<file path="config.mk">
export PLATFORM = sky130hd
export DESIGN_NAME = gcd_lcm_unit_flat
export DESIGN_NICKNAME = d
export VERILOG_FILES = /design/src/rtl/core/glu_pkg.sv /design/src/rtl/core/glu_in_if.sv /design/src/rtl/core/glu_out_if.sv /design/src/rtl/core/glu_datapath.sv /design/src/rtl/core/glu_ctrl.sv /design/src/rtl/core/gcd_lcm_unit.sv /design/src/flat_wrapper.sv
export SDC_FILE = /design/constraint.sdc
export NUM_CORES = 2
export LEC_CHECK = 0
export ABC_AREA = 1
export BUFFER_PORTS_ARGS = -buffer_cell sky130_fd_sc_hd__buf_4
export CAP_MARGIN = 30
export CELL_PAD_IN_SITES_DETAIL_PLACEMENT = 2
export CELL_PAD_IN_SITES_GLOBAL_PLACEMENT = 2
export CORE_ASPECT_RATIO = 0.75
export CORE_MARGIN = 4
export CORE_UTILIZATION = 25
export DETAILED_ROUTE_END_ITERATION = 16
export PLACE_DENSITY_LB_ADDON = 0.1
export SLEW_MARGIN = 15
export SYNTH_ARGS = -nofsm -noshare
export SYNTH_HDL_FRONTEND = slang
export SYNTH_SLANG_ARGS = --single-unit
</file>
<file path="constraint.sdc">
create_clock -name clk -period 8.6 [get_ports clk]
set_input_delay 1.72 -clock clk [delete_from_list [all_inputs] [get_ports clk]]
set_output_delay 1.72 -clock clk [all_outputs]
set_load 0.01 [all_outputs]
</file>
<file path="src/rtl/core/glu_pkg.sv">
package glu_pkg;

  localparam int FIELD_WIDTH = 32;
  localparam int LCM_WIDTH   = 64;

  typedef struct packed {
    logic load;
    logic gcd_step;
    logic gcd_finish;
    logic div_step;
    logic mul;
  } cmd_t;

  typedef struct packed {
    logic any_zero;
    logic gcd_done;
    logic div_done;
  } status_t;

endpackage

</file>
<file path="src/rtl/core/glu_in_if.sv">
interface glu_in_if
  import glu_pkg::*;
();
  logic                   valid;
  logic                   ready;
  logic [FIELD_WIDTH-1:0] first_value;
  logic [FIELD_WIDTH-1:0] second_value;

  modport source (output valid, output first_value, output second_value, input ready);
  modport sink (input valid, input first_value, input second_value, output ready);
endinterface

</file>
<file path="src/rtl/core/glu_out_if.sv">
interface glu_out_if
  import glu_pkg::*;
();
  logic                   valid;
  logic                   ready;
  logic [FIELD_WIDTH-1:0] gcd_value;
  logic [LCM_WIDTH-1:0]   lcm_value;
  logic                   both_zero;

  modport source (output valid, output gcd_value, output lcm_value, output both_zero,
                  input ready);
  modport sink (input valid, input gcd_value, input lcm_value, input both_zero,
                output ready);
endinterface

</file>
<file path="src/rtl/core/glu_datapath.sv">
module glu_datapath
  import glu_pkg::*;
#(
  parameter int VALUE_WIDTH = 32
) (
  input  logic                   clk,
  input  cmd_t                   cmd,
  input  logic [FIELD_WIDTH-1:0] first_value,
  input  logic [FIELD_WIDTH-1:0] second_value,
  output status_t                status,
  output logic [FIELD_WIDTH-1:0] gcd_value,
  output logic [LCM_WIDTH-1:0]   lcm_value,
  output logic                   both_zero
);

  localparam int W  = VALUE_WIDTH;
  localparam int KW = $clog2(W + 1);
  localparam int CW = $clog2(W + 1);

  logic [W-1:0]   x;
  logic [W-1:0]   y;
  logic [W-1:0]   a;
  logic [W-1:0]   b;
  logic [KW-1:0]  k;
  logic [W-1:0]   g;
  logic [W-1:0]   rem;
  logic [W-1:0]   quo;
  logic [CW-1:0]  cnt;
  logic [2*W-1:0] prod;
  logic           zflag;

  logic [W-1:0]   x_in;
  logic [W-1:0]   y_in;
  logic [W:0]     trial;
  logic [W:0]     trial_diff;
  logic [W-1:0]   a_minus_b;
  logic [W-1:0]   b_minus_a;

  assign x_in       = first_value[W-1:0];
  assign y_in       = second_value[W-1:0];
  assign trial      = {rem, quo[W-1]};
  assign trial_diff = trial - {1'b0, g};
  assign a_minus_b  = a - b;
  assign b_minus_a  = b - a;

  always_ff @(posedge clk) begin
    if (cmd.load) begin
      x     <= x_in;
      y     <= y_in;
      a     <= x_in;
      b     <= y_in;
      k     <= '0;
      g     <= x_in | y_in;
      prod  <= '0;
      zflag <= (x_in == '0) && (y_in == '0);
    end
    if (cmd.gcd_step) begin
      // Stein's binary GCD: strip common factors of two, then subtract odd from odd.
      if (!a[0] && !b[0]) begin
        a <= a >> 1;
        b <= b >> 1;
        k <= k + KW'(1);
      end else if (!a[0]) begin
        a <= a >> 1;
      end else if (!b[0]) begin
        b <= b >> 1;
      end else if (a >= b) begin
        a <= a_minus_b >> 1;
      end else begin
        b <= b_minus_a >> 1;
      end
    end
    if (cmd.gcd_finish) begin
      g   <= (a | b) << k;
      rem <= '0;
      quo <= x;
      cnt <= CW'(W);
    end
    if (cmd.div_step) begin
      // Restoring division of x by the GCD, one quotient bit per cycle.
      if (!trial_diff[W]) begin
        rem <= trial_diff[W-1:0];
        quo <= {quo[W-2:0], 1'b1};
      end else begin
        rem <= trial[W-1:0];
        quo <= {quo[W-2:0], 1'b0};
      end
      cnt <= cnt - CW'(1);
    end
    if (cmd.mul) begin
      prod <= (2*W)'(quo) * (2*W)'(y);
    end
  end

  assign status.any_zero = (x == '0) || (y == '0);
  assign status.gcd_done = (a == '0) || (b == '0);
  assign status.div_done = (cnt == '0);

  assign gcd_value = FIELD_WIDTH'(g);
  assign lcm_value = LCM_WIDTH'(prod);
  assign both_zero = zflag;

endmodule

</file>
<file path="src/rtl/core/glu_ctrl.sv">
module glu_ctrl
  import glu_pkg::*;
(
  input  logic    clk,
  input  logic    rst,
  input  logic    in_valid,
  output logic    in_ready,
  output logic    out_valid,
  input  logic    out_ready,
  input  status_t status,
  output cmd_t    cmd
);

  typedef enum logic [2:0] {
    IDLE,
    CHECK,
    GCD,
    DIV,
    MUL,
    DONE
  } state_t;

  state_t state;

  assign in_ready  = (state == IDLE);
  assign out_valid = (state == DONE);

  always_comb begin
    cmd            = '0;
    cmd.load       = (state == IDLE) && in_valid;
    cmd.gcd_step   = (state == GCD) && !status.gcd_done;
    cmd.gcd_finish = (state == GCD) && status.gcd_done;
    cmd.div_step   = (state == DIV) && !status.div_done;
    cmd.mul        = (state == MUL);
  end

  always_ff @(posedge clk) begin
    if (rst) begin
      state <= IDLE;
    end else begin
      unique case (state)
        IDLE: begin
          if (in_valid) state <= CHECK;
        end
        CHECK: begin
          // A zero operand already has its result set at load time.
          state <= status.any_zero ? DONE : GCD;
        end
        GCD: begin
          if (status.gcd_done) state <= DIV;
        end
        DIV: begin
          if (status.div_done) state <= MUL;
        end
        MUL: begin
          state <= DONE;
        end
        DONE: begin
          if (out_ready) state <= IDLE;
        end
        default: begin
          state <= IDLE;
        end
      endcase
    end
  end

endmodule

</file>
<file path="src/rtl/core/gcd_lcm_unit.sv">
// GCD and LCM of two unsigned operands, one item at a time.
// When an operand is zero the result is set at load and the GCD loop, divider
// and multiply are skipped; otherwise the item passes through the binary GCD
// loop, the bit-serial divider and the multiply. A new item is taken only once
// the last result is accepted. rst (synchronous, active high) returns the controller to idle.
module gcd_lcm_unit
  import glu_pkg::*;
#(
  parameter int VALUE_WIDTH = 32
) (
  input logic      clk,
  input logic      rst,
  glu_in_if.sink   operands,
  glu_out_if.source results
);

  cmd_t    cmd;
  status_t status;

  glu_ctrl u_ctrl (
    .clk       (clk),
    .rst       (rst),
    .in_valid  (operands.valid),
    .in_ready  (operands.ready),
    .out_valid (results.valid),
    .out_ready (results.ready),
    .status    (status),
    .cmd       (cmd)
  );

  glu_datapath #(
    .VALUE_WIDTH (VALUE_WIDTH)
  ) u_datapath (
    .clk          (clk),
    .cmd          (cmd),
    .first_value  (operands.first_value),
    .second_value (operands.second_value),
    .status       (status),
    .gcd_value    (results.gcd_value),
    .lcm_value    (results.lcm_value),
    .both_zero    (results.both_zero)
  );

endmodule

</file>
<file path="src/flat_wrapper.sv">
// flat-port wrapper written by rule: the top's interface ports become plain ports
module gcd_lcm_unit_flat import glu_pkg::*;
#(
  parameter int VALUE_WIDTH = 32
)
  (clk, rst, operands_valid, operands_first_value, operands_second_value, operands_ready, results_valid, results_gcd_value, results_lcm_value, results_both_zero, results_ready);
  glu_in_if operands_i ();
  glu_out_if results_i ();
  input logic clk;
  input logic rst;
  input wire logic [$bits(operands_i.valid)-1:0] operands_valid;
  input wire logic [$bits(operands_i.first_value)-1:0] operands_first_value;
  input wire logic [$bits(operands_i.second_value)-1:0] operands_second_value;
  output wire logic [$bits(operands_i.ready)-1:0] operands_ready;
  output wire logic [$bits(results_i.valid)-1:0] results_valid;
  output wire logic [$bits(results_i.gcd_value)-1:0] results_gcd_value;
  output wire logic [$bits(results_i.lcm_value)-1:0] results_lcm_value;
  output wire logic [$bits(results_i.both_zero)-1:0] results_both_zero;
  input wire logic [$bits(results_i.ready)-1:0] results_ready;
  assign operands_i.valid = operands_valid;
  assign operands_i.first_value = operands_first_value;
  assign operands_i.second_value = operands_second_value;
  assign operands_ready = operands_i.ready;
  assign results_valid = results_i.valid;
  assign results_gcd_value = results_i.gcd_value;
  assign results_lcm_value = results_i.lcm_value;
  assign results_both_zero = results_i.both_zero;
  assign results_i.ready = results_ready;
  gcd_lcm_unit #(.VALUE_WIDTH(VALUE_WIDTH)) u_core (.clk(clk), .rst(rst), .operands(operands_i), .results(results_i));
endmodule
</file>
==> reports/results.ini <==
[status]
status=finished, final reports clean

[clocking]
cts.clk_slew.worst_paths_ns=0.06
insertion_delay_ns=0.69
numCtsBuffers=45
htreeDepth=2
clockRootBuffer=clkbuf_16
clockBufferDepth=3
cts_tree=done
clock_sinks=304

[synth]
synthCells=7873
yosys.area_share.simple=0.210
muxShareOfSynthArea=0.000524
seq_area_frac_synth=0.147
synth-adder-area-share=0.400
synthArstFlopShare=0
synth_top_family_by_area=adder cells
synth_xor_area_frac=0.00719
synth_area_sq_um=57300
synth_fp_nets=9233
synth-compound-area-share=0.0819
avgSynthCellArea_sq_um=7.28
synth-edff-count=231
ys_seq_elements=304
yosys.cell_types.count=48
ys.flop_type=edfxtp_1
ys_warn_count=0

[worst_setup_path]
cp.buffers_inverters=6
crit_type=flip-flop to flip-flop
cpMostUsedCell=fa_1
worstPathMaxFanout=8
cp-end-kind=flip-flop
arrival_ns=8.77
max_stage_delay_ns=0.59
ff2ff_setup_slack_ns=0.18
slowest_stage=fa_1
critPathTopFamily=adder cells
required_ns=8.95
cp-start-kind=flip-flop

[floorplanning]
rows=151
pin_count=167
start_util=0.252
die_h_microns=423
die_w_microns=561
core_sq_um=227000
die_area_sq_um=237000

[placed_design]
placedInstanceArea_sq_um=62800
place_ws_ns=-0.00969
dpl.hpwl_mm=246
port_buffers=166
dpl.cell_count=10937
gp_congestion=0.933

[finish]
area_growth_pct=13.5
nets=9332
drive_gt1_frac=0.0687
layout_commonest_cell=nand2_1
fillers=26735
final_cells=11072
final_cell_mix=nand2_1, inv_1, fa_1
design_area_sq_um=65000

[timing]
period_share=0.979
fin_ws_ns=0.184
holdWs_ns=0.550
rsz0062_at_grt=no
relSlewSlack=0.296
setup_violations=0
skew_ns=0.0455
fmax_mhz=119
period_needed_ns=8.42
slew_violations=0
worst_slew_pin_slew_ns=1.05
hold_violations=0

[global_route]
gr-total-overflow=0
first_global_vias=57727
grt_pass1_wl_mm=429
antenna_found_initial=16
gr-usage-all-layers=0.250
grt_start_max_net_pins=66

[drt]
drtPass1Iterations=5
drc=0
post_drt_wl_per_cell_microns=27.0
drtIter0Drc=3871
viasPerCell=4.76
num_vias=52670
ant_nets=0
wl_mm=299

[run]
maxCapViolCount=0

[hold_path]
hp-class=flip-flop to flip-flop

==> registers in the layout (all words and copies together) (netlist names), 6 cells and up <==
register                     count
u_core.u_datapath.cnt            6
u_core.u_datapath.y             32
u_core.u_datapath.lcm_value     64
u_core.u_datapath.k              6
u_core.u_datapath.b             32
u_core.u_datapath.x             32
u_core.u_datapath.rem           32
u_core.u_datapath.a             32
u_core.u_datapath.quo           32
u_core.u_datapath.gcd_value     32
==> through the flow <==
step                       util  setup TNS (ns)
after floorplan               -               0
after global placement    0.277          -0.181
after detailed placement  0.277        -0.00969
after CTS                 0.285               0
after global routing      0.287               0
final                     0.287               0
==> logic make-up (layout without fill, tap and decap cells) <==
group	Yosys count	after routing
compound gates	864	864
fa+ha+maj	1292	1292
other cells	0	4
simple gates	3037	3037
xor+xnor	47	47
mux	3	3
flops	304	304
buf+inv	2326	2461
==> per-layer routing <==
metal  track usage  part of all wire  vias to the layer above
met5             0          0.000080                        -
met4        0.0450             0.019                        4
met2         0.364              0.41                     1176
li1              -                 -                    23542
met1         0.389              0.52                    27773
met3        0.0383             0.055                      175
==> path summary, 6_finish.rpt <==
| path | cells past startpoint | start | endpoint |
|---|---|---|---|
| worst max-delay path | 25 | u_core.u_datapath.quo[13] | u_core.u_datapath.lcm_value[40] |
| worst min-delay path | 2 | u_core.u_datapath.k[5] | u_core.u_datapath.k[5] |
| worst max register to register | 25 | u_core.u_datapath.quo[13] | u_core.u_datapath.lcm_value[40] |
| worst min register to register | 2 | u_core.u_datapath.k[5] | u_core.u_datapath.k[5] |
==> layout make-up <==
type | count | area (sq um) | share of cell area
Inverter | 1953 | 7330 | 0.113
Antenna cell | 4 | 10.0 | 0.000154
Timing Repair Buffer | 425 | 3760 | 0.0578
Sequential cell | 304 | 8400 | 0.129
Clock inverter | 33 | 434 | 0.00668
Tap cell | 3060 | 3830 | 0.0589
Multi-Input combinational cell | 5243 | 40100 | 0.617
Clock buffer | 50 | 1150 | 0.0178
==> Yosys cell counts (2+ instances only) <==
| library cell | instances | area (sq um) |
|---|---|---|
| fa_1 | 899 | 18000 |
| and3_1 | 4 | 25.0 |
| o21a_1 | 21 | 158 |
| nor2_1 | 408 | 1530 |
| a31oi_1 | 19 | 119 |
| a21oi_1 | 340 | 1700 |
| mux2i_1 | 3 | 30.0 |
| dfxtp_1 | 73 | 1460 |
| o21ai_2 | 3 | 26.3 |
| buf_4 | 3 | 22.5 |
| nand2_2 | 4 | 25.0 |
| buf_2 | 19 | 95.1 |
| edfxtp_1 | 231 | 6940 |
| nor3_1 | 33 | 165 |
| nor2_2 | 5 | 31.3 |
| nand2_1 | 2281 | 8560 |
| o22ai_1 | 35 | 219 |
| nor4_1 | 44 | 275 |
| or2_2 | 8 | 50.1 |
| xnor2_1 | 8 | 70.1 |
| a21o_1 | 11 | 82.6 |
| a21oi_2 | 3 | 26.3 |
| buf_6 | 7 | 78.8 |
| ha_1 | 393 | 4920 |
| o211ai_1 | 20 | 150 |
| and2_1 | 2 | 12.5 |
| xor2_1 | 39 | 342 |
| a21boi_1 | 7 | 52.6 |
| inv_1 | 1940 | 7280 |
| o21ai_0 | 352 | 1760 |
| o21bai_1 | 30 | 225 |
| o21ai_1 | 5 | 25.0 |
| o31ai_1 | 2 | 15.0 |
| nand3_1 | 191 | 956 |
| a21boi_0 | 14 | 105 |
| inv_2 | 9 | 33.8 |
| buf_1 | 17 | 63.8 |
| nand4_1 | 46 | 288 |
| clkinv_1 | 4 | 15.0 |
| nand3b_1 | 6 | 45.0 |
| clkbuf_1 | 327 | 1230 |
==> what timing repair did <==
| action | 4_1_cts | 5_1_grt |
|---|---|---|
| setup endpoints to repair | 1 | 4 |
| hold buffers | 0 | 0 |
| buffers inserted | 18 | 29 |
| pin swaps | 0 | 0 |
| gates resized for setup | 1 | 3 |
==> worst reg2reg max path, delay by kind of cell, from the launching register on <==
family	cells	cell delay (ns)
adders and majority gates	9	4.62
and+or+nand+nor	7	1.21
AOI/OAI and AO/OA	3	1.06
buffers and inverters	6	0.67
DFF	1	0.54
Power is left out: the tool's default activity adds up to more than one toggle a clock period on the data nets, which glitch-free logic cannot reach.
